### src/rtl/prc_pkg.sv
// ----------------------------------------------------------------------------
// prc_pkg - shared types and constants for the point rotation core
// Coordinate formats, pipeline beat structs and the CORDIC arctangent table.
// ----------------------------------------------------------------------------
package prc_pkg;

    localparam int COORD_W       = 24;
    localparam int ANG_W         = 17;
    localparam int ANG_X_W       = 18;  // angle with one extra bit for folding
    localparam int DIFF_W        = 25;  // point - center
    localparam int GAIN_W        = 31;
    localparam int PROD_W        = DIFF_W + GAIN_W;
    localparam int GUARD_BITS    = 16;
    localparam int GAIN_SHIFT    = 30 - GUARD_BITS;
    localparam int CW            = 44;  // CORDIC datapath width
    localparam int Z_W           = 32;  // angle accumulator, 2^-23 degree units
    localparam int ANG_EXTRA     = 16;
    localparam int RND_W         = CW - GUARD_BITS;
    localparam int SUM_W         = RND_W + 1;

    localparam int CORDIC_STAGES = 16;
    localparam int TABLE_LEN     = 24;
    localparam int NUM_ITER      = (CORDIC_STAGES < TABLE_LEN) ? CORDIC_STAGES : TABLE_LEN;

    // angle constants in 1/128 degree
    localparam logic signed [ANG_X_W-1:0] ANG_FULL    = 18'sd46080;
    localparam logic signed [ANG_X_W-1:0] ANG_HALF    = 18'sd23040;
    localparam logic signed [ANG_X_W-1:0] ANG_QUARTER = 18'sd11520;

    // converged CORDIC gain, Q30
    localparam logic signed [GAIN_W-1:0] GAIN_Q30 = 31'sd652032874;
    localparam logic signed [PROD_W-1:0] GAIN_RND = PROD_W'(1) <<< (GAIN_SHIFT - 1);
    localparam logic signed [CW-1:0]     OUT_RND  = CW'(1) <<< (GUARD_BITS - 1);

    typedef logic signed [COORD_W-1:0] t_coord;

    typedef struct packed {
        logic signed [DIFF_W-1:0] dx;
        logic signed [DIFF_W-1:0] dy;
        logic signed [ANG_W-1:0]  ang;
        t_coord                   cx;
        t_coord                   cy;
    } t_wrap_beat;

    typedef struct packed {
        logic signed [DIFF_W-1:0] dx;
        logic signed [DIFF_W-1:0] dy;
        logic signed [Z_W-1:0]    z;
        t_coord                   cx;
        t_coord                   cy;
    } t_off_beat;

    typedef struct packed {
        logic signed [PROD_W-1:0] px;
        logic signed [PROD_W-1:0] py;
        logic signed [Z_W-1:0]    z;
        t_coord                   cx;
        t_coord                   cy;
    } t_prod_beat;

    typedef struct packed {
        logic signed [CW-1:0]  x;
        logic signed [CW-1:0]  y;
        logic signed [Z_W-1:0] z;
        t_coord                cx;
        t_coord                cy;
    } t_rot_beat;

    typedef struct packed {
        logic signed [RND_W-1:0] qx;
        logic signed [RND_W-1:0] qy;
        t_coord                  cx;
        t_coord                  cy;
    } t_post_beat;

    // atan(2^-i) in 2^-23 degree units
    function automatic logic signed [Z_W-1:0] atan_lut(input int idx);
        logic signed [Z_W-1:0] v;
        case (idx)
            0:       v = 32'sd377487360;
            1:       v = 32'sd222843801;
            2:       v = 32'sd117744544;
            3:       v = 32'sd59768969;
            4:       v = 32'sd30000467;
            5:       v = 32'sd15014858;
            6:       v = 32'sd7509261;
            7:       v = 32'sd3754860;
            8:       v = 32'sd1877459;
            9:       v = 32'sd938733;
            10:      v = 32'sd469367;
            11:      v = 32'sd234683;
            12:      v = 32'sd117342;
            13:      v = 32'sd58671;
            14:      v = 32'sd29335;
            15:      v = 32'sd14668;
            16:      v = 32'sd7334;
            17:      v = 32'sd3667;
            18:      v = 32'sd1833;
            19:      v = 32'sd917;
            20:      v = 32'sd458;
            21:      v = 32'sd229;
            22:      v = 32'sd115;
            23:      v = 32'sd57;
            default: v = '0;
        endcase
        return v;
    endfunction

    // saturate a sum to the coordinate range
    function automatic t_coord sat_coord(input logic signed [SUM_W-1:0] s);
        t_coord v;
        if (s[SUM_W-1:COORD_W-1] == '0 || s[SUM_W-1:COORD_W-1] == '1) begin
            v = s[COORD_W-1:0];
        end else if (s[SUM_W-1]) begin
            v = {1'b1, {(COORD_W-1){1'b0}}};
        end else begin
            v = {1'b0, {(COORD_W-1){1'b1}}};
        end
        return v;
    endfunction

endpackage

### src/rtl/prc_prep.sv
// ----------------------------------------------------------------------------
// prc_prep - offset and angle range reduction
// Stage 1 forms point - center and wraps the angle into (-180, 180] degrees.
// Stage 2 folds the angle into [-90, 90] degrees, negating the offset when it folds.
// ----------------------------------------------------------------------------
module prc_prep (
    input  logic               i_clk,
    input  logic               i_rst_n,
    input  logic               i_valid,
    output logic               o_ready,
    input  prc_pkg::t_coord    i_point_x,
    input  prc_pkg::t_coord    i_point_y,
    input  prc_pkg::t_coord    i_center_x,
    input  prc_pkg::t_coord    i_center_y,
    input  logic signed [prc_pkg::ANG_W-1:0] i_angle_deg,
    output logic               o_valid,
    input  logic               i_ready,
    output prc_pkg::t_off_beat o_data
);

    logic                                 r_v0, r_v1;
    prc_pkg::t_wrap_beat                  r_d0, n_d0;
    prc_pkg::t_off_beat                   r_d1, n_d1;
    logic                                 w_rdy0, w_rdy1;
    logic signed [prc_pkg::ANG_X_W-1:0]   w_a, w_r;

    assign w_rdy1  = !r_v1 || i_ready;
    assign w_rdy0  = !r_v0 || w_rdy1;
    assign o_ready = w_rdy0;
    assign o_valid = r_v1;
    assign o_data  = r_d1;

    always_comb begin
        w_a = {i_angle_deg[prc_pkg::ANG_W-1], i_angle_deg};
        if (w_a > prc_pkg::ANG_HALF) begin
            w_a = w_a - prc_pkg::ANG_FULL;
        end else if (w_a <= -prc_pkg::ANG_HALF) begin
            w_a = w_a + prc_pkg::ANG_FULL;
        end
        n_d0.dx  = {i_point_x[prc_pkg::COORD_W-1], i_point_x}
                 - {i_center_x[prc_pkg::COORD_W-1], i_center_x};
        n_d0.dy  = {i_point_y[prc_pkg::COORD_W-1], i_point_y}
                 - {i_center_y[prc_pkg::COORD_W-1], i_center_y};
        n_d0.ang = w_a[prc_pkg::ANG_W-1:0];
        n_d0.cx  = i_center_x;
        n_d0.cy  = i_center_y;
    end

    always_comb begin
        w_r     = {r_d0.ang[prc_pkg::ANG_W-1], r_d0.ang};
        n_d1.dx = r_d0.dx;
        n_d1.dy = r_d0.dy;
        if (w_r > prc_pkg::ANG_QUARTER) begin
            w_r     = w_r - prc_pkg::ANG_HALF;
            n_d1.dx = -r_d0.dx;
            n_d1.dy = -r_d0.dy;
        end else if (w_r < -prc_pkg::ANG_QUARTER) begin
            w_r     = w_r + prc_pkg::ANG_HALF;
            n_d1.dx = -r_d0.dx;
            n_d1.dy = -r_d0.dy;
        end
        // folded angle fits 16 bits; scale to 2^-23 degree units
        n_d1.z  = {w_r[15:0], {prc_pkg::ANG_EXTRA{1'b0}}};
        n_d1.cx = r_d0.cx;
        n_d1.cy = r_d0.cy;
    end

    always_ff @(posedge i_clk) begin
        if (!i_rst_n) begin
            r_v0 <= 1'b0;
            r_v1 <= 1'b0;
        end else begin
            if (w_rdy0) begin
                r_v0 <= i_valid;
            end
            if (w_rdy1) begin
                r_v1 <= r_v0;
            end
        end
    end

    always_ff @(posedge i_clk) begin
        if (w_rdy0 && i_valid) begin
            r_d0 <= n_d0;
        end
        if (w_rdy1 && r_v0) begin
            r_d1 <= n_d1;
        end
    end

endmodule

### config.mk
export PLATFORM = sky130hd
export DESIGN_NAME = prc_prep
export DESIGN_NICKNAME = d
export VERILOG_FILES = /design/src/rtl/prc_pkg.sv /design/src/rtl/prc_prep.sv
export SDC_FILE = /design/constraint.sdc
export NUM_CORES = 1
export LEC_CHECK = 0
export BUFFER_PORTS_ARGS = -buffer_cell sky130_fd_sc_hd__buf_2
export CORE_MARGIN = 2
export CORE_UTILIZATION = 25
export CTS_CLUSTER_SIZE = 28
export DETAILED_ROUTE_END_ITERATION = 6
export PLACE_DENSITY = 0.44
export SYNTH_ARGS = -nofsm -noshare
export SYNTH_HDL_FRONTEND = slang
export SYNTH_SLANG_ARGS = --single-unit
### constraint.sdc
create_clock -name i_clk -period 9.9 [get_ports i_clk]
set_input_delay 2.97 -clock i_clk [delete_from_list [all_inputs] [get_ports i_clk]]
set_output_delay 2.97 -clock i_clk [all_outputs]
set_load 0.02 [all_outputs]
== Word-level counts from Yosys, hierarchy flattened ==
Index checks and enable logic that the tools add are counted.
Storage, ports and cells
  bits in registers: 231
  input port bits: 117
  output and inout bits: 132
Operators by class
  add/subtract/negate cells: 8
  order comparisons: 4
  mux-type cells: 6
  reduce and logical (&&, ||, !) cells: 6
Operator list (count)
  50-bit two-way mux: 2
  25-bit negator: 2
  24-bit by 24-bit subtractor with 25-bit output: 2
  17-bit two-way mux: 2
  16-bit two-way mux: 2
  17-bit adder (second input constant): 1
  17-bit by 15-bit > comparator with 1-bit output (second input constant): 1
  17-bit by 16-bit > comparator with 1-bit output (second input constant): 1
  17-bit by 16-bit <= comparator with 1-bit output (second input constant): 1
  17-bit by 15-bit less-than comparator with 1-bit output (second input constant): 1
  17-bit subtractor (second input constant): 1
  16-bit adder (second input constant): 1
  16-bit subtractor (second input constant): 1
  1-bit logical AND: 2
  1-bit logical NOT: 2
  1-bit logical OR: 2

== Longest topological paths before layout ==
  word-level depth: 4
  depth in mapped cells: 11
  gate-level depth less buffers: 10

== Worst setup path before layout ==
OpenSTA, ideal clock, no wires.
  kind: input -> register
  start point: in i_ready
  end point: reg r_d1, in the netlist o_data[0] (enable)
  arrival time: 8094 ps
  data required time: 9298 ps
  slack: 1204 ps
  cell stages on the path: 2
  path through: nor2b_1 > nor2b_1
On the way
  longest elaborated chain between the ends: 2
Ends and longest elaborated chain
  from (decl): RTL line prc_prep.sv:17  | input logic i_ready,
  1-bit logical OR: RTL line prc_prep.sv:27  | assign w_rdy1 = !r_v1 || i_ready;
  1-bit logical AND: RTL line prc_prep.sv:86  | if (w_rdy1 && r_v0) begin
  to (signal assigned): RTL line prc_prep.sv:87  | r_d1 <= n_d1;
  to (decl): RTL line prc_prep.sv:23  | prc_pkg::t_off_beat r_d1, n_d1;
Every way passes these cells.
A chain may end at the register's enable or synchronous reset.

== Worst setup path in the final report ==
  start point: in i_ready
  end point: out o_ready
On the way
  longest elaborated chain between the ends: 2
Ends and longest elaborated chain
  1-bit logical OR: RTL line prc_prep.sv:27
  1-bit logical OR: RTL line prc_prep.sv:28  | assign w_rdy0 = !r_v0 || w_rdy1;
  to (decl): RTL line prc_prep.sv:10  | output logic o_ready,
Every way passes these cells.

==> run metrics <==
status=finished clean; WL/cell=around 16 µm; Final WS setup=about 3300 ps; total core area=45100 µm²; Inserted Clock Buffers=28; Max-Cap Viols=0; crit path launch type=primary input; worst setup path class=primary input to primary output; TritonCTS sink count=231; Fmax achieved=roughly 0.15 GHz; fraction of the mapped netlist area in adder cells=roughly 6.6%; vias in the first global route=around 7800; Die ar.=between 40000 and 50000 µm²; Synth area leaders=edfxtp_1 (61%), ha_1 (6.3%), xnor2_1 (5.0%), inv_1 (2.6%), a21oi_1 (2.6%); Ports=about 250; Post-Synth Simple-Gate Area=under 10%; Critical-path top delay cell=nor2b_1; crit path time final=6620 ps; share of flip-flops with an asynchronous set or reset=0%; Fin Setup TNS=0 ps; Max FO, Critical Path=4; synthesized instance count=approximately 900; R2R Path End=o_data[116]; I/O Buffers=approximately 230; Cell Chain, Critical Path=buf_2 > nor2b_1 > nand2_1 > buf_2; post-CTS sizing=0; final clock skew=about 18 ps; P&R area growth vs syn=24.9%; Skew-Pair Late Insertion Delay=between 500 and 600 ps; max incr delay on CP=290 ps; Slew headroom=32.5%; Power Total=about 2.8 mW; H-tree lvl count=1; Max VDD drop=between 0.0001 and 0.00015 V; DR vias=between 7000 and 8000; drt first pass iters=4; worst min path class=register to register; mux contribution to synthesized area=0.188%; hpwl dp=~21000 µm; power density cells=about 200 nW/µm²; Main synth FF type=edfxtp_1; Die Y=approximately 220 µm; commonest non-fill, non-tap cell in the layout=buf_2; R2R Setup Slk=slightly above 7000 ps; gr usage total=11.6%; Buf+Inv Stages, Crit Path=2; Non-Filler Instances=1774; Initial DRC Count=~360; combinational family with the most area after synthesis=compound AO/OA/AOI/OAI gates; share of the synthesized area in the top cell type=a little over 60%; Placed Cells=roughly 1700; syn avg cell area=between 10 and 15 µm²; DP Worst Slack=3260 ps; GR Overflow Total=0; placement row count=between 70 and 80; #FFs+latches synth=around 230; vias per cell=4.37; setup repair bufs after CTS=0; Antenna diodes=0; Initial Utilization=between 20% and 30%; CP dominant cell by count=buf_2; CTS max path bufs=3; initial antenna violation count=2; number of synthesized flops with an enable pin=229; CP required=between 6000 and 7000 ps; WP data arrival=about 3700 ps; XOR/XNOR Fraction of Synth Area=7.34%; global route hottest layer=met2; Yosys cell types=71; final setup fails=0; first-pass GRT wire length=42800 µm; final wirelength=about 28000 µm; WHS Endpoint=o_data[25]; CTS Root Cell=clkbuf_16; final routed DRC violation total=0; Tightest Pin Transition=roughly 1000 ps; CTS clk-pin slew, worst paths=about 60 ps; met1 Track Usage GR=roughly 15%; fin nets=around 1300; RSZ-0062 raised after global routing=no; CP Capture Type=primary output; Final period util=between 60% and 70%; Leak=~5.6 nW; GR Util met3=3.83%; layout cell share with drive strength beyond 1=around 25%; Final Core Density=between 30% and 40%; hold path depth=0; Cell Area, Synth=11300 µm²; most frequent cells in the layout=buf_2 (232), edfxtp_1 (229), inv_1 (79), xnor2_1 (65), a21oi_1 (59); Die X-Extent=around 220 µm; Slew Viols, Final=0; CP delay by family, top=simple AND/OR/NAND/NOR gates; post-synthesis sequential area ratio=61.0%; Hold Crit Start=n_d1[25]; Worst R2R Start=r_d0[57]; M2 GR Usage=a little under a fifth; Final Hold Viols=0; number of cells on the worst reg-to-reg path=10; Ys Warns=0; GP Congestion=between 0.8 and 0.9; antenna viol nets, final=0; post-synthesis compound-gate area fraction=between 10 and 15%; TritonCTS clock tree=done; hold-fix buffer count after cts=0; Synth area leader=edfxtp_1; largest net degree at the start of global routing=72
## power breakdown
group          internal, mW  total (mW)  switching (mW)
registers              1.20        1.24          0.0464
clock network         0.690        1.11           0.416
logic                 0.174       0.445           0.271
## state kept, by name (all words and copies together), names as in the netlist
name     count
r_d0        67
r_v0         1
o_data     114
o_valid      1
n_d1        48
## worst max path at each step
stage                  from   endpoint  slack [ps]  depth (start not counted)
global placement    i_ready    o_ready        3290                          4
floorplan           i_ready  o_data[0]        1200                          2
detailed placement  i_ready    o_ready        3260                          4
global route        i_ready    o_ready        3200                          4
finish              i_ready    o_ready        3280                          4
CTS                 i_ready    o_ready        3260                          4
## cell usage after synthesis (4+ instances only)
library cell  count
o31ai_1          13
a21o_1           14
o22ai_1           4
nor4_1           10
ha_1             57
a211oi_1          5
a21oi_1          59
xnor2_1          65
nor2b_1          10
nand2_1          51
nand3_1          12
clkbuf_1         16
nand4_1           6
or3_1             6
nor3_1           17
xor2_1           30
a31oi_1           8
o21bai_1          4
edfxtp_1        229
o21a_1            6
nor2_1           48
o21ai_0          45
nand2b_1         14
and3_1            6
o211ai_1          6
inv_1            79
buf_4            16
## worst reg2reg max path: cells and delay by family (launching register included)
kind	cells	cell delay [ps]
adder cells (fa/ha/maj)	1	210
AND/OR/NAND/NOR	1	210
XOR/XNOR	1	180
flip-flops	1	480
AO/OA/AOI/OAI	5	1030
buffers and inverters	2	410
## per-stage QoR
stage | area, µm² | hold WS, ps
after floorplan | 11400 | 400
after global placement | 13200 | 401
after detailed placement | 13200 | 405
after CTS | 14200 | 415
after global routing | 14200 | 420
final | 14200 | 414
## metal layers
layer | wire, µm | vias to the layer above
met5 | 21 | -
met4 | 628 | 4
met3 | 2310 | 42
met2 | 12900 | 205
met1 | 12300 | 3688
li1 | - | 3807
## kinds of logic after synthesis
kind of cell,after synthesis
AND/OR/NAND/NOR,201
adder cells (fa/ha/maj),59
other,1
XOR/XNOR,95
multiplexers,2
buffers and inverters,111
flip-flops,231
AO/OA/AOI/OAI,202
## final cells by class
class	count	area [µm²]
timing repair buffer	237	1200
fill	4630	30900
multi-input combinational	575	4010
inverter	79	297
clock buffer	35	748
sequential	231	6920
tap	600	751
clock inverter	17	243
Power figures use the tool's default switching activity.
