[config.mk]
export PLATFORM = sky130hd
export DESIGN_NAME = prc_gain
export DESIGN_NICKNAME = d
export VERILOG_FILES = /design/src/rtl/prc_pkg.sv /design/src/rtl/prc_gain.sv
export SDC_FILE = /design/constraint.sdc
export NUM_CORES = 2
export LEC_CHECK = 0
export BUFFER_PORTS_ARGS = -buffer_cell sky130_fd_sc_hd__clkbuf_2
export CORE_MARGIN = 1
export CORE_UTILIZATION = 55
export DETAILED_ROUTE_END_ITERATION = 6
export GPL_TIMING_DRIVEN = 0
export MAX_ROUTING_LAYER = met4
export PLACE_DENSITY = 0.82
export SLEW_MARGIN = 20
export SYNTH_ARGS = -nofsm -noshare
export SYNTH_HDL_FRONTEND = slang
export SYNTH_SLANG_ARGS = --single-unit
[constraint.sdc]
create_clock -name i_clk -period 26.2 [get_ports i_clk]
set_clock_uncertainty 0.2 [all_clocks]
set_input_delay 3.93 -clock i_clk [delete_from_list [all_inputs] [get_ports i_clk]]
set_output_delay 3.93 -clock i_clk [all_outputs]
set_load 0.01 [all_outputs]
[src/rtl/prc_pkg.sv]
// ----------------------------------------------------------------------------
// prc_pkg - shared types and constants for the point rotation core
// Coordinate formats, pipeline beat structs and the CORDIC arctangent table.
// ----------------------------------------------------------------------------
package prc_pkg;

    localparam int COORD_W       = 24;
    localparam int ANG_W         = 17;
    localparam int ANG_X_W       = 18;  // angle with one extra bit for folding
    localparam int DIFF_W        = 25;  // point - center
    localparam int GAIN_W        = 31;
    localparam int PROD_W        = DIFF_W + GAIN_W;
    localparam int GUARD_BITS    = 16;
    localparam int GAIN_SHIFT    = 30 - GUARD_BITS;
    localparam int CW            = 44;  // CORDIC datapath width
    localparam int Z_W           = 32;  // angle accumulator, 2^-23 degree units
    localparam int ANG_EXTRA     = 16;
    localparam int RND_W         = CW - GUARD_BITS;
    localparam int SUM_W         = RND_W + 1;

    localparam int CORDIC_STAGES = 16;
    localparam int TABLE_LEN     = 24;
    localparam int NUM_ITER      = (CORDIC_STAGES < TABLE_LEN) ? CORDIC_STAGES : TABLE_LEN;

    // angle constants in 1/128 degree
    localparam logic signed [ANG_X_W-1:0] ANG_FULL    = 18'sd46080;
    localparam logic signed [ANG_X_W-1:0] ANG_HALF    = 18'sd23040;
    localparam logic signed [ANG_X_W-1:0] ANG_QUARTER = 18'sd11520;

    // converged CORDIC gain, Q30
    localparam logic signed [GAIN_W-1:0] GAIN_Q30 = 31'sd652032874;
    localparam logic signed [PROD_W-1:0] GAIN_RND = PROD_W'(1) <<< (GAIN_SHIFT - 1);
    localparam logic signed [CW-1:0]     OUT_RND  = CW'(1) <<< (GUARD_BITS - 1);

    typedef logic signed [COORD_W-1:0] t_coord;

    typedef struct packed {
        logic signed [DIFF_W-1:0] dx;
        logic signed [DIFF_W-1:0] dy;
        logic signed [ANG_W-1:0]  ang;
        t_coord                   cx;
        t_coord                   cy;
    } t_wrap_beat;

    typedef struct packed {
        logic signed [DIFF_W-1:0] dx;
        logic signed [DIFF_W-1:0] dy;
        logic signed [Z_W-1:0]    z;
        t_coord                   cx;
        t_coord                   cy;
    } t_off_beat;

    typedef struct packed {
        logic signed [PROD_W-1:0] px;
        logic signed [PROD_W-1:0] py;
        logic signed [Z_W-1:0]    z;
        t_coord                   cx;
        t_coord                   cy;
    } t_prod_beat;

    typedef struct packed {
        logic signed [CW-1:0]  x;
        logic signed [CW-1:0]  y;
        logic signed [Z_W-1:0] z;
        t_coord                cx;
        t_coord                cy;
    } t_rot_beat;

    typedef struct packed {
        logic signed [RND_W-1:0] qx;
        logic signed [RND_W-1:0] qy;
        t_coord                  cx;
        t_coord                  cy;
    } t_post_beat;

    // atan(2^-i) in 2^-23 degree units
    function automatic logic signed [Z_W-1:0] atan_lut(input int idx);
        logic signed [Z_W-1:0] v;
        case (idx)
            0:       v = 32'sd377487360;
            1:       v = 32'sd222843801;
            2:       v = 32'sd117744544;
            3:       v = 32'sd59768969;
            4:       v = 32'sd30000467;
            5:       v = 32'sd15014858;
            6:       v = 32'sd7509261;
            7:       v = 32'sd3754860;
            8:       v = 32'sd1877459;
            9:       v = 32'sd938733;
            10:      v = 32'sd469367;
            11:      v = 32'sd234683;
            12:      v = 32'sd117342;
            13:      v = 32'sd58671;
            14:      v = 32'sd29335;
            15:      v = 32'sd14668;
            16:      v = 32'sd7334;
            17:      v = 32'sd3667;
            18:      v = 32'sd1833;
            19:      v = 32'sd917;
            20:      v = 32'sd458;
            21:      v = 32'sd229;
            22:      v = 32'sd115;
            23:      v = 32'sd57;
            default: v = '0;
        endcase
        return v;
    endfunction

    // saturate a sum to the coordinate range
    function automatic t_coord sat_coord(input logic signed [SUM_W-1:0] s);
        t_coord v;
        if (s[SUM_W-1:COORD_W-1] == '0 || s[SUM_W-1:COORD_W-1] == '1) begin
            v = s[COORD_W-1:0];
        end else if (s[SUM_W-1]) begin
            v = {1'b1, {(COORD_W-1){1'b0}}};
        end else begin
            v = {1'b0, {(COORD_W-1){1'b1}}};
        end
        return v;
    endfunction

endpackage

[src/rtl/prc_gain.sv]
// ----------------------------------------------------------------------------
// prc_gain - CORDIC gain compensation
// Stage 1 multiplies the offset by K in Q30, stage 2 rounds to guard bits.
// ----------------------------------------------------------------------------
module prc_gain (
    input  logic               i_clk,
    input  logic               i_rst_n,
    input  logic               i_valid,
    output logic               o_ready,
    input  prc_pkg::t_off_beat i_data,
    output logic               o_valid,
    input  logic               i_ready,
    output prc_pkg::t_rot_beat o_data
);

    logic                                r_v0, r_v1;
    prc_pkg::t_prod_beat                 r_d0, n_d0;
    prc_pkg::t_rot_beat                  r_d1, n_d1;
    logic                                w_rdy0, w_rdy1;
    logic signed [prc_pkg::PROD_W-1:0]   w_tx, w_ty;

    assign w_rdy1  = !r_v1 || i_ready;
    assign w_rdy0  = !r_v0 || w_rdy1;
    assign o_ready = w_rdy0;
    assign o_valid = r_v1;
    assign o_data  = r_d1;

    always_comb begin
        n_d0.px = i_data.dx * prc_pkg::GAIN_Q30;
        n_d0.py = i_data.dy * prc_pkg::GAIN_Q30;
        n_d0.z  = i_data.z;
        n_d0.cx = i_data.cx;
        n_d0.cy = i_data.cy;
    end

    // round half up, keep GUARD_BITS fraction bits below the coordinate LSB
    always_comb begin
        w_tx    = r_d0.px + prc_pkg::GAIN_RND;
        w_ty    = r_d0.py + prc_pkg::GAIN_RND;
        n_d1.x  = prc_pkg::CW'(w_tx >>> prc_pkg::GAIN_SHIFT);
        n_d1.y  = prc_pkg::CW'(w_ty >>> prc_pkg::GAIN_SHIFT);
        n_d1.z  = r_d0.z;
        n_d1.cx = r_d0.cx;
        n_d1.cy = r_d0.cy;
    end

    always_ff @(posedge i_clk) begin
        if (!i_rst_n) begin
            r_v0 <= 1'b0;
            r_v1 <= 1'b0;
        end else begin
            if (w_rdy0) begin
                r_v0 <= i_valid;
            end
            if (w_rdy1) begin
                r_v1 <= r_v0;
            end
        end
    end

    always_ff @(posedge i_clk) begin
        if (w_rdy0 && i_valid) begin
            r_d0 <= n_d0;
        end
        if (w_rdy1 && r_v0) begin
            r_d1 <= n_d1;
        end
    end

endmodule

; ---- Yosys cells after proc, flatten, opt, wreduce, memory -nomap -nowiden
; Index checks and enable logic that the tools add are counted.
; W data, S select, Z words.
[word_totals]
regBits = 356
out_inout_bits = 170
elab_cells = 22
[op_classes]
n_addsub = 2
n_mul = 2
n_reduce_logical = 6
[op_table]
columns = operator, count
row1 = $add A56 B15 Y56 const B, 2
row2 = $mul A25 B30 Y55 const B, 2
row3 = $logic_and A1 B1 Y1, 2
row4 = $logic_not A1 Y1, 2
row5 = $logic_or A1 B1 Y1, 2

; ---- Longest topological paths before layout
[logic_depth]
ltp_word = 4
mapped_depth = 24

; ---- Worst setup path before layout
; Ideal clock, no wire load.
[synth_timing]
kind = input to register
from = in i_ready
to = reg r_d1 (netlist bit o_data[0]) (enable)
arrival_ns = 11.252
required_time_ns = 25.290
slack_ns = 14.038
path_stages = 2
n_path_buf = 0
cell_sequence = nor2b_1 -> nor2b_1
[synth_via]
elab_chain_len = 2
[synth_lines]
columns = item, line_no
row1 = start: declaration, prc_gain.sv:12  ; input logic i_ready,
row2 = $logic_or A1 B1 Y1, prc_gain.sv:22  ; assign w_rdy1 = !r_v1 || i_ready;
row3 = $logic_and A1 B1 Y1, prc_gain.sv:65  ; if (w_rdy1 && r_v0) begin
row4 = end signal: assignment, prc_gain.sv:66  ; r_d1 <= n_d1;
row5 = end: declaration, prc_gain.sv:18  ; prc_pkg::t_rot_beat r_d1, n_d1;
; No other way between the ends.
; A chain may end at the register's enable or synchronous reset.

==> flow_summary_export.csv <==
group,metric,value,unit
outcome,status,"complete, no violations",
clocking,htree_num_levels,2,
sta,finalMaxSlewViolations,0,
final_layout,final_net_count,4814,
final_layout,fillerInstances,5366,
synth,yosys.cell_types.count,72,
synth,synthesis.yosys.warnings,0,
clocking,register_clock_pin_slew_on_the_reported_worst_setup_and_hold_paths,60,ps
run,maxCapViolCount,0,
final_layout,postLayoutCoreUtil,0.616,
floorplanning,die_width,263,µm
setup_path,cp-startpoint,"i_data[117]",
placed_design,number_of_port_buffers,303,
setup_path,worst_ep_arrival_time,11070,ps
synth,seq_area_frac_synth,0.266,
setup_path,setup.worst_path.end_class,"flop",
clocking,cts_root_buffer,"sky130_fd_sc_hd__clkbuf_16",
synth,share_of_async_settable_or_async_resettable_flops_after_synthesis,0,
clocking,clock_path_buffers,3,
synth,summed_instance_area_of_the_synthesized_netlist,0.0374,mm²
grt,grt_pass1_vias,25700,
floorplanning,die_area,0.0690,mm²
hold_path,holdCritStartpoint,"n_d1[56]$_DFFE_PP_",
synth,syn-mean-instance-area,11.7,µm²
clocking,cts_tree,"done",
clocking,clkLatencyLatePin,550,ps
setup_path,critical-path-slowest-cell,"sky130_fd_sc_hd__a2111oi_2",
setup_path,timing.critical_path.mode_cell,"sky130_fd_sc_hd__fa_1",
synth,total_nets_after_synthesis,4463,
grt,wire_length_of_the_first_global_routing_pass,145000,µm
sta,tightestPinTransition,851,ps
setup_path,setup.worst_path.class,"input pin to flop",
grt,global_route.usage.total,0.286,
setup_path,worst_path_largest_cell_delay,650,ps
clocking,cts_buffers,36,
setup_path,crit_chain,"clkbuf_2 -> ha_1 -> inv_1 -> fa_1 -> fa_1 -> fa_1 -> inv_1 -> fa_1 -> inv_1 -> fa_1 -> inv_1 -> fa_1 -> ha_1 -> clkbuf_1 -> a21o_1 -> a31oi_1 -> o2bb2ai_1 -> a2111oi_2 -> o21bai_1 -> a21boi_1 -> o21ai_1 -> a221oi_1 -> xnor2_1",
final_layout,share_of_cells_above_drive_strength_1,0.112,
clocking,cts_setup_buffers,0,
grt,grt_antenna_before_repair,4,
clocking,post_cts_resize_count,0,
sta,finalHoldViolCount,0,
final_layout,final_area,0.0414,mm²
routing,antenna_left,0,
sta,timing.final.setup_violations,0,
sta,post-route-min-period,11010,ps
routing,wl,91800,µm
synth,number_of_enable_flip_flop_cells_after_synthesis,330,
synth,postSynth.topFlopCell,"sky130_fd_sc_hd__edfxtp_1",
setup_path,crit-reg2reg-launch,"r_d0[93]$_DFFE_PP_",
setup_path,worstSetupStartpointType,"input pin",
placed_design,gp_congestion,1.01,
routing,viasPerCell,5.32,
floorplanning,io-pin-count,304,
routing,dr_total_vias,23700,
placed_design,dpl-instance-area,0.0403,mm²
sta,tns,0,ps
routing,wl_per_cell,20.6,µm
clocking,cts.sink_count,332,
setup_path,cp.required,26260,ps
clocking,cts_hold_repair.buffers,0,
routing,detailedRoute.firstPassIterationCount,5,
floorplanning,initial_utilization,0.556,
routing,starting_drc_count_in_detailed_routing,1821,
setup_path,crit_fanout,8,
placed_design,dpl.hpwl,79700,µm
grt,global_route.overflow_total,0,
synth,synthCells,3203,
synth,postSynthRegisterBits,332,
routing,drc,0,
floorplanning,die_height,263,µm
floorplanning,std_cell_rows,95,
grt,grt_start_max_net_pins,55,
hold_path,hp-class,"flop to flop",
floorplanning,core_region_area,0.0673,mm²
sta,timing.fmax,90.8,MHz
sta,post-route-period-util,0.420,
sta,grt_setup_unrepaired,"no",
sta,slew_headroom,0.428,
final_layout,area_growth,10.8,%
sta,whs,199,ps
-- cells by family after synthesis --
| kind of cell | share of synthesized area |
|---|---|
| AOI/OAI and AO/OA | 0.0517 |
| xor gates and xnor gates | 0.0382 |
| adders and majority gates | 0.502 |
| buffers and inverters | 0.0957 |
| DFF | 0.266 |
| muxes | 0.000535 |
| and+or+nand+nor | 0.0462 |
-- metrics by stage --
step	setup WS [ps]	std cells
6_report	15190	4457
5_1_grt	14900	4456
4_1_cts	15290	4455
3_5_place_dp	14730	4389
3_3_place_gp	10630	4379
2_1_floorplan	14040	3203
-- worst paths after layout --
kind / slack [ps] / cells past startpoint / to
min: 200 / 0 / o_data[56]$_DFFE_PP_
max reg2reg: 22870 / 11 / o_data[121]$_DFFE_PP_
min reg2reg: 200 / 0 / o_data[56]$_DFFE_PP_
max: 15190 / 23 / r_d0[177]$_DFFE_PP_
-- critical path: cells and delay by family --
family / cells / cell delay [ps]
adders and majority gates: 8 / 3980
AOI/OAI and AO/OA: 8 / 2170
buffers and inverters: 6 / 790
xor gates and xnor gates: 1 / 190
-- layout by cell type, fill, tap and decap left out, types with 28 or more instances in the layout --
master                      instances
sky130_fd_sc_hd__and3_1            35
sky130_fd_sc_hd__xnor2_1           99
sky130_fd_sc_hd__clkbuf_2         303
sky130_fd_sc_hd__nand4_1           34
sky130_fd_sc_hd__inv_1            916
sky130_fd_sc_hd__clkbuf_16         36
sky130_fd_sc_hd__a21oi_1           84
sky130_fd_sc_hd__ha_1             504
sky130_fd_sc_hd__a21o_1            46
sky130_fd_sc_hd__nor2_1            64
sky130_fd_sc_hd__fa_1             622
sky130_fd_sc_hd__nand3_1           48
sky130_fd_sc_hd__nand2_1           97
sky130_fd_sc_hd__o21ai_0           28
sky130_fd_sc_hd__edfxtp_1         330
sky130_fd_sc_hd__xor2_1            64
-- layer usage --
layer / vias to the layer above / global-route usage / part of all wire
li1: 10900 / - / -
met1: 11800 / 0.375 / 0.42
met2: 809 / 0.444 / 0.46
met3: 165 / 0.0517 / 0.070
met4: 0 / 0.108 / 0.042
met5: - / - / 0
-- flip-flops by register name, indices dropped and copies added (netlist names) --
register  cells
o_data      164
r_d0         86
n_d1         80
o_valid       1
r_v0          1
-- cell type report --
cell class                      instances  area [µm²]  area share
Timing Repair Buffer                  313        1750      0.0423
Antenna cell                            2        5.00    0.000121
Inverter                              917        3440      0.0831
Clock inverter                         25         248     0.00598
Tap cell                              873        1090      0.0264
Sequential cell                       332        9950       0.240
Multi-Input combinational cell       1925       23900       0.576
Clock buffer                           41         920      0.0222
Buffer                                 29         138     0.00332
-- synthesized netlist by cell type, types with 9 or more instances --
cell	number	area [µm²]
sky130_fd_sc_hd__nor2_1	64	240
sky130_fd_sc_hd__inv_1	916	3440
sky130_fd_sc_hd__nand4_1	34	213
sky130_fd_sc_hd__nand3_1	48	240
sky130_fd_sc_hd__and4_1	10	87.6
sky130_fd_sc_hd__clkbuf_1	21	78.8
sky130_fd_sc_hd__nand2_1	97	364
sky130_fd_sc_hd__nor3_1	12	60.1
sky130_fd_sc_hd__a21o_1	46	345
sky130_fd_sc_hd__and2_1	9	56.3
sky130_fd_sc_hd__o21ai_1	18	90.1
sky130_fd_sc_hd__o21ai_0	28	140
sky130_fd_sc_hd__fa_1	622	12500
sky130_fd_sc_hd__and3_1	35	219
sky130_fd_sc_hd__or2_2	9	56.3
sky130_fd_sc_hd__ha_1	504	6310
sky130_fd_sc_hd__edfxtp_1	330	9910
sky130_fd_sc_hd__xnor2_1	99	867
sky130_fd_sc_hd__xor2_1	64	561
sky130_fd_sc_hd__nor2b_1	14	87.6
sky130_fd_sc_hd__a31oi_1	13	81.3
sky130_fd_sc_hd__a21oi_1	84	420
sky130_fd_sc_hd__o21bai_1	16	120
Power is not shown: default switching activity piles up to over one toggle a cycle in this logic, so the estimate is an artifact.
