==> config.mk <==
export PLATFORM = sky130hd
export DESIGN_NAME = prc_post
export DESIGN_NICKNAME = d
export VERILOG_FILES = /design/src/rtl/prc_pkg.sv /design/src/rtl/prc_post.sv
export SDC_FILE = /design/constraint.sdc
export NUM_CORES = 1
export LEC_CHECK = 0
export ABC_AREA = 1
export ABC_CLOCK_PERIOD_IN_PS = 4280
export BUFFER_PORTS_ARGS = -buffer_cell sky130_fd_sc_hd__buf_4
export CAP_MARGIN = 10
export CORE_UTILIZATION = 55
export DETAILED_ROUTE_END_ITERATION = 8
export HOLD_SLACK_MARGIN = 0.05
export PLACE_DENSITY = 0.81
export SETUP_SLACK_MARGIN = 0.15
export SLEW_MARGIN = 20
export SYNTH_ARGS = -nofsm -noshare
export SYNTH_HDL_FRONTEND = slang
export SYNTH_SLANG_ARGS = --single-unit
==> constraint.sdc <==
create_clock -name i_clk -period 4.28 [get_ports i_clk]
set_input_delay 0.214 -clock i_clk [delete_from_list [all_inputs] [get_ports i_clk]]
set_output_delay 0.214 -clock i_clk [all_outputs]
set_load 0.05 [all_outputs]
==> src/rtl/prc_pkg.sv <==
// ----------------------------------------------------------------------------
// prc_pkg - shared types and constants for the point rotation core
// Coordinate formats, pipeline beat structs and the CORDIC arctangent table.
// ----------------------------------------------------------------------------
package prc_pkg;

    localparam int COORD_W       = 24;
    localparam int ANG_W         = 17;
    localparam int ANG_X_W       = 18;  // angle with one extra bit for folding
    localparam int DIFF_W        = 25;  // point - center
    localparam int GAIN_W        = 31;
    localparam int PROD_W        = DIFF_W + GAIN_W;
    localparam int GUARD_BITS    = 16;
    localparam int GAIN_SHIFT    = 30 - GUARD_BITS;
    localparam int CW            = 44;  // CORDIC datapath width
    localparam int Z_W           = 32;  // angle accumulator, 2^-23 degree units
    localparam int ANG_EXTRA     = 16;
    localparam int RND_W         = CW - GUARD_BITS;
    localparam int SUM_W         = RND_W + 1;

    localparam int CORDIC_STAGES = 16;
    localparam int TABLE_LEN     = 24;
    localparam int NUM_ITER      = (CORDIC_STAGES < TABLE_LEN) ? CORDIC_STAGES : TABLE_LEN;

    // angle constants in 1/128 degree
    localparam logic signed [ANG_X_W-1:0] ANG_FULL    = 18'sd46080;
    localparam logic signed [ANG_X_W-1:0] ANG_HALF    = 18'sd23040;
    localparam logic signed [ANG_X_W-1:0] ANG_QUARTER = 18'sd11520;

    // converged CORDIC gain, Q30
    localparam logic signed [GAIN_W-1:0] GAIN_Q30 = 31'sd652032874;
    localparam logic signed [PROD_W-1:0] GAIN_RND = PROD_W'(1) <<< (GAIN_SHIFT - 1);
    localparam logic signed [CW-1:0]     OUT_RND  = CW'(1) <<< (GUARD_BITS - 1);

    typedef logic signed [COORD_W-1:0] t_coord;

    typedef struct packed {
        logic signed [DIFF_W-1:0] dx;
        logic signed [DIFF_W-1:0] dy;
        logic signed [ANG_W-1:0]  ang;
        t_coord                   cx;
        t_coord                   cy;
    } t_wrap_beat;

    typedef struct packed {
        logic signed [DIFF_W-1:0] dx;
        logic signed [DIFF_W-1:0] dy;
        logic signed [Z_W-1:0]    z;
        t_coord                   cx;
        t_coord                   cy;
    } t_off_beat;

    typedef struct packed {
        logic signed [PROD_W-1:0] px;
        logic signed [PROD_W-1:0] py;
        logic signed [Z_W-1:0]    z;
        t_coord                   cx;
        t_coord                   cy;
    } t_prod_beat;

    typedef struct packed {
        logic signed [CW-1:0]  x;
        logic signed [CW-1:0]  y;
        logic signed [Z_W-1:0] z;
        t_coord                cx;
        t_coord                cy;
    } t_rot_beat;

    typedef struct packed {
        logic signed [RND_W-1:0] qx;
        logic signed [RND_W-1:0] qy;
        t_coord                  cx;
        t_coord                  cy;
    } t_post_beat;

    // atan(2^-i) in 2^-23 degree units
    function automatic logic signed [Z_W-1:0] atan_lut(input int idx);
        logic signed [Z_W-1:0] v;
        case (idx)
            0:       v = 32'sd377487360;
            1:       v = 32'sd222843801;
            2:       v = 32'sd117744544;
            3:       v = 32'sd59768969;
            4:       v = 32'sd30000467;
            5:       v = 32'sd15014858;
            6:       v = 32'sd7509261;
            7:       v = 32'sd3754860;
            8:       v = 32'sd1877459;
            9:       v = 32'sd938733;
            10:      v = 32'sd469367;
            11:      v = 32'sd234683;
            12:      v = 32'sd117342;
            13:      v = 32'sd58671;
            14:      v = 32'sd29335;
            15:      v = 32'sd14668;
            16:      v = 32'sd7334;
            17:      v = 32'sd3667;
            18:      v = 32'sd1833;
            19:      v = 32'sd917;
            20:      v = 32'sd458;
            21:      v = 32'sd229;
            22:      v = 32'sd115;
            23:      v = 32'sd57;
            default: v = '0;
        endcase
        return v;
    endfunction

    // saturate a sum to the coordinate range
    function automatic t_coord sat_coord(input logic signed [SUM_W-1:0] s);
        t_coord v;
        if (s[SUM_W-1:COORD_W-1] == '0 || s[SUM_W-1:COORD_W-1] == '1) begin
            v = s[COORD_W-1:0];
        end else if (s[SUM_W-1]) begin
            v = {1'b1, {(COORD_W-1){1'b0}}};
        end else begin
            v = {1'b0, {(COORD_W-1){1'b1}}};
        end
        return v;
    endfunction

endpackage

==> src/rtl/prc_post.sv <==
// ----------------------------------------------------------------------------
// prc_post - output rounding, center add-back and saturation
// Stage 1 drops the guard bits, stage 2 adds the center and clamps.
// ----------------------------------------------------------------------------
module prc_post (
    input  logic               i_clk,
    input  logic               i_rst_n,
    input  logic               i_valid,
    output logic               o_ready,
    input  prc_pkg::t_rot_beat i_data,
    output logic               o_valid,
    input  logic               i_ready,
    output prc_pkg::t_coord    o_rotated_x,
    output prc_pkg::t_coord    o_rotated_y
);

    logic                              r_v0, r_v1;
    prc_pkg::t_post_beat               r_d0, n_d0;
    prc_pkg::t_coord                   r_x, r_y, n_x, n_y;
    logic                              w_rdy0, w_rdy1;
    logic signed [prc_pkg::CW-1:0]     w_tx, w_ty;
    logic signed [prc_pkg::SUM_W-1:0]  w_sx, w_sy;

    assign w_rdy1      = !r_v1 || i_ready;
    assign w_rdy0      = !r_v0 || w_rdy1;
    assign o_ready     = w_rdy0;
    assign o_valid     = r_v1;
    assign o_rotated_x = r_x;
    assign o_rotated_y = r_y;

    always_comb begin
        w_tx    = i_data.x + prc_pkg::OUT_RND;
        w_ty    = i_data.y + prc_pkg::OUT_RND;
        n_d0.qx = w_tx[prc_pkg::CW-1:prc_pkg::GUARD_BITS];
        n_d0.qy = w_ty[prc_pkg::CW-1:prc_pkg::GUARD_BITS];
        n_d0.cx = i_data.cx;
        n_d0.cy = i_data.cy;
    end

    always_comb begin
        w_sx = {r_d0.qx[prc_pkg::RND_W-1], r_d0.qx}
             + prc_pkg::SUM_W'(r_d0.cx);
        w_sy = {r_d0.qy[prc_pkg::RND_W-1], r_d0.qy}
             + prc_pkg::SUM_W'(r_d0.cy);
        n_x  = prc_pkg::sat_coord(w_sx);
        n_y  = prc_pkg::sat_coord(w_sy);
    end

    always_ff @(posedge i_clk) begin
        if (!i_rst_n) begin
            r_v0 <= 1'b0;
            r_v1 <= 1'b0;
        end else begin
            if (w_rdy0) begin
                r_v0 <= i_valid;
            end
            if (w_rdy1) begin
                r_v1 <= r_v0;
            end
        end
    end

    always_ff @(posedge i_clk) begin
        if (w_rdy0 && i_valid) begin
            r_d0 <= n_d0;
        end
        if (w_rdy1 && r_v0) begin
            r_x <= n_x;
            r_y <= n_y;
        end
    end

endmodule

* Yosys cells after proc, flatten, opt, wreduce, memory -nomap -nowiden
Cells that the tools add are included.
** Word-level totals
- Register bits after elaboration :: 154
- Latch bits :: 0
- RAM bits :: 0
- Memory bits (read-only) :: 0
- Bits of input ports :: 172
- Output and inout bits :: 50
- Logic and storage cells :: 28
- Memories kept :: 0
** Cells by class
- $add $sub $neg :: 4
- Multipliers :: 0
- Div/mod/pow operators :: 0
- $lt $le $gt $ge :: 0
- Equal/unequal tests :: 2
- Shift operators :: 0
- Mux-type cells :: 4
- Bitwise gates (word level) :: 0
- Reduce and logical (&&, ||, !) cells :: 10
** Operator list (count)
- $mux 24 :: 4
- $add 44x17->44 const B :: 2
- $add 28x24->29 :: 2
- $eq 6x6->1 const B :: 2
- $logic_not 6->1 :: 2
- $logic_or 1x1->1 :: 4
- $logic_and 1x1->1 :: 2
- $logic_not 1->1 :: 2

* Logic depth before layout (Yosys ltp)
- Word-level depth :: 4
- Gate-level depth with buffers :: 18
- Depth with buffers taken out :: 17

* Least setup slack after synthesis
Ideal clock, no wire load.
- Path kind :: register -> register
- Start point :: reg r_v1, in the netlist o_valid
- End point :: reg r_d0[0] (netlist bit) (enable)
- Library setup time :: 457 ps
- Data arrival time :: 3184 ps
- Data required time :: 3823 ps
- Slack :: 639 ps
- Stages on the path, launching flop included :: 4
- Path buffers :: 0
- Clock period less this slack :: 3641 ps
- Path through :: dfxtp_1 -> nand3_1 -> nand2_1 -> inv_1
** Between the ends
- Longest elaborated chain between the ends :: 4
** RTL lines
- from (decl) :: RTL line prc_post.sv:17 : logic r_v0, r_v1;
- from (signal assigned) :: RTL line prc_post.sv:58 : r_v1 <= r_v0;
- $logic_not 1->1 :: RTL line prc_post.sv:24 : assign w_rdy1 = !r_v1 || i_ready;
- $logic_or 1x1->1 :: RTL line prc_post.sv:24
- $logic_or 1x1->1 :: RTL line prc_post.sv:25 : assign w_rdy0 = !r_v0 || w_rdy1;
- net o_ready :: RTL line prc_post.sv:9 : output logic o_ready,
- $logic_and 1x1->1 :: RTL line prc_post.sv:64 : if (w_rdy0 && i_valid) begin
- to (signal assigned) :: RTL line prc_post.sv:65 : r_d0 <= n_d0;
- to (decl) :: RTL line prc_post.sv:18 : prc_pkg::t_post_beat r_d0, n_d0;
The timed path passes the listed nets, and every way through them passes these cells.
A chain may end at the register's enable or synchronous reset.

* Worst setup path in the final report
- Start point :: reg r_d0[76] (netlist bit)
- End point :: reg r_x[16], in the netlist o_rotated_x[16], data pin
** Between the ends
- Longest elaborated chain between the ends :: 4
- Elaborated cells on any way between the ends :: 6
- Classes of those cells :: add/sub: 1; eq/ne: 1; mux: 2; reduce/logical: 2
** RTL lines
- $add 28x24->29 (*) :: RTL line prc_post.sv:42 : + prc_pkg::SUM_W'(r_d0.cx);
- $eq 6x6->1 / $logic_not 6->1 (equally long branches) :: RTL line prc_pkg.sv:112 : if (s[SUM_W-1:COORD_W-1] == '0 || s[SUM_W-1:COORD_W-1] == '1) begin
- $logic_or 1x1->1 :: RTL line prc_pkg.sv:112
- $mux 24 (*) :: RTL line prc_pkg.sv:112
- net n_x[16] :: RTL line prc_post.sv:19 : prc_pkg::t_coord r_x, r_y, n_x, n_y;
- to (signal assigned) :: RTL line prc_post.sv:68 : r_x <= n_x;
- to (decl) :: RTL line prc_post.sv:19
The timed path passes the listed nets; every way through them passes the cells marked *.

==> results.md <==
* Outcome: complete, no violations
* Net switching power at 1.37 mW
* Crit. End Element: register
* Slew Viols, Final at 0
* Flop-to-flop setup slack at 1.36 ns
* Fin nets at 1688
* H-Tree Depth at 4
* Hold Path Class: in -> reg
* Input/output buffers at 159
* Reg-to-Reg End: o_rotated_x[16]$_DFFE_PP_
* Iter 0 DRT Violations at 485
* Max clock buf depth at 2
* Wire per inst at 13.8 um
* Die Y at 138 um
* Routed WL at 23.4 mm
* Maxcap violations at 0
* Vias at 8582
* Slew headroom at 34.6%
* Main synth FF type: edfxtp_1
* Vias in the first global route at 8195
* Skew-Pair Late Insertion Delay at 0.43 ns
* Yosys reg bits at 154
* Post-Syn Nets at 1467
* Layout Skew at 0.00838 ns
* Pin count of the biggest net entering global routing at 81
* Core area at 0.0180 mm2
* Area growth from synthesis to layout at 24.5%
* Die width at 138 um
* DP HPWL at 17.4 mm
* Sequential share of power at 40.9%
* Kind of start point of the critical path: register
* Die ar. at 0.0190 mm2
* TritonCTS clock tree: yes
* Num CTS Buffers at 17
* Total grt overflow at 0
* Critical path origin: r_d0[76]$_DFFE_PP_
* Yosys cell types at 30
* Leakage at 6.13 nW
* Switching part of the total at 30.4%
* Pwr Total at 4.50 mW
* Setup CP Type: reg -> reg
* Req. time, crit path at 4.44 ns
* Sequential area share after synthesis at 45.3%
* Tmin final at 2.92 ns
* Global-route wire length before repair at 37.4 mm
* Worst-Margin Slew at 0.980 ns
* Crit path to: o_rotated_x[16]$_DFFE_PP_
* VDD IR max at 295 uV
* GRT Util Overall at 25.7%
* Pwr Density at 355 mW/mm2
* Vias per cell at 5.06
* Worst r2r src: r_d0[76]$_DFFE_PP_
* Routed Antenna Nets at 0
* Int Power at 3.13 mW
* Syn avg cell area at 8.23 um2
* Highest clock rate at 343 MHz
* Hold path cells at 2
* Yosys warns at 0
* Clk pwr share at 33.5%
* Cell Area, Synth at 0.0102 mm2
* Share of cells above drive strength 1 at 16.6%
* TritonRoute pass-1 iters at 5
* Tcrit/Tclk final at 68.2%
* Initial core utilization at 56.4%
* Syn Inst Count at 1235
* CP Data Arrival Time at 3.07 ns
* Clock Pin Slew Worst Setup and Hold Paths at 0.06 ns
* Io pins at 222
* # DRC at 0
* Fin. Hold Viols at 0
* Number of synthesized flops with an enable pin at 152
* Initial antenna violation count at 0
* TNS Setup at 0 ns
* Row count at 49
* Post-CTS setup buffer count at 0
* Sink Count at 154
* Combinational share of power at 25.5%
* CP max FO at 23
* Routability congestion estimate at 0.940
* RSZ-0062 raised after global routing: false
* Asr flop ratio synth at 0%
* Setup Viol. Count Final at 0
* Antenna diode count at 0
* R2R cell count at 16
* Clock root buffer: clkbuf_16
* Post-CTS sizing at 0
-- flip-flops by register name, summed over array words and instances, names as in the netlist --
register / cells
r_v0: 1
o_rotated_x: 24
o_rotated_y: 24
o_valid: 1
r_d0: 104
-- area by class of cell --
cell class / count / area [um2]
fill: 1393 / 5370
multi-input combinational: 911 / 4880
sequential: 154 / 4600
timing repair buffer: 210 / 1700
inverter: 162 / 611
clock buffer: 17 / 425
tap: 229 / 287
clock inverter: 12 / 151
-- layer usage --
metal  global-route usage (%)  wire length (um)
met5                        0                 0
met4                     10.3               650
met3                     4.75              1060
met2                     47.5             12200
met1                     28.9              9460
-- critical path: stages, from the launching register on --
cell,delay (ns)
edfxtp_1,0.38
ha_1,0.24
fa_1,0.43
nand2_1,0.09
nand3_1,0.09
nand3_1,0.12
nand2_2,0.10
nand2_1,0.09
nand2_2,0.09
nand2_1,0.09
nand2_1,0.05
nand2_1,0.05
nand2_1,0.07
nor2_1,0.13
nand2_2,0.10
nand3_2,0.36
nand2_1,0.13
-- Yosys cell counts, drive strengths merged, types with 2 or more instances --
master,n,share of area (%)
nor3,5,0.41
ha,58,7.1
a31oi,4,0.25
inv,162,6.0
or2,2,0.12
xor2,53,4.6
buf,8,0.89
dfxtp,2,0.39
a21o,2,0.15
xnor2,41,3.5
nor3b,2,0.20
nor2,121,4.9
nand2,480,18
a22oi,2,0.15
nand3,71,4.1
nand4,14,0.86
edfxtp,152,45
a21oi,49,2.4
o21ai,4,0.20
fa,2,0.39
-- cells in the final DEF (no fill, tap or decap), drive strengths merged, types with 17 or more instances in the layout --
cell type,count
ha,58
inv,164
edfxtp,152
nand2,480
dlygate4sd3,49
clkbuf,17
xor2,53
buf,161
xnor2,41
a21oi,49
nor2,121
nand3,71
-- power by group through the flow --
| stage | clock, mW | combinational (mW) | sequential, mW |
|---|---|---|---|
| global placement | 0 | 1.08 | 1.87 |
| CTS | 1.52 | 1.14 | 1.84 |
| floorplan | 0 | 0.651 | 2.01 |
| global route | 1.58 | 1.27 | 1.85 |
| finish | 1.51 | 1.15 | 1.84 |
| detailed placement | 0 | 1.10 | 1.87 |
-- stage by stage --
| stage | instance area (um2) | setup slack [ns] | hold slack (ns) | utilization [%] | instances |
|---|---|---|---|---|---|
| floorplan | 10200 | 0.639 | 0.313 | - | 1235 |
| global placement | 11600 | 1.45 | 0.393 | 64.3 | 1617 |
| detailed placement | 11600 | 1.38 | 0.393 | 64.3 | 1617 |
| CTS | 12700 | 1.35 | 0.0658 | 70.2 | 1695 |
| global route | 12700 | 1.05 | 0.0828 | 70.2 | 1695 |
| finish | 12700 | 1.36 | 0.0812 | 70.2 | 1695 |
-- cells by family (layout without fill, tap and decap cells) --
| family | Yosys count | count (layout) | synth area share [%] |
|---|---|---|---|
| AOI/OAI and AO/OA | 61 | 61 | 3.15 |
| xor gates and xnor gates | 94 | 94 | 8.10 |
| adders and majority gates | 60 | 60 | 7.53 |
| buffers and inverters | 170 | 401 | 6.87 |
| DFF | 154 | 154 | 45.3 |
| and+or+nand+nor | 696 | 696 | 29.1 |
-- worst min-delay path by stage --
stage	from	end	slack [ns]
3_3_place_gp	i_data[2]	r_d0[2]$_DFFE_PP_	0.39
5_1_grt	i_data[167]	r_d0[103]$_DFFE_PP_	0.08
4_1_cts	i_data[151]	r_d0[87]$_DFFE_PP_	0.07
6_report	i_data[167]	r_d0[103]$_DFFE_PP_	0.08
3_5_place_dp	i_data[25]	r_d0[25]$_DFFE_PP_	0.39
2_1_floorplan	i_data[0]	r_d0[0]$_DFFE_PP_	0.31
-- timing repair --
item                                   in CTS  in global routing
setup endpoints to repair                   0                  0
hold buffers                               49                  0
endpoints found under the hold margin      50                  0
(Power assumes the default switching activity.)
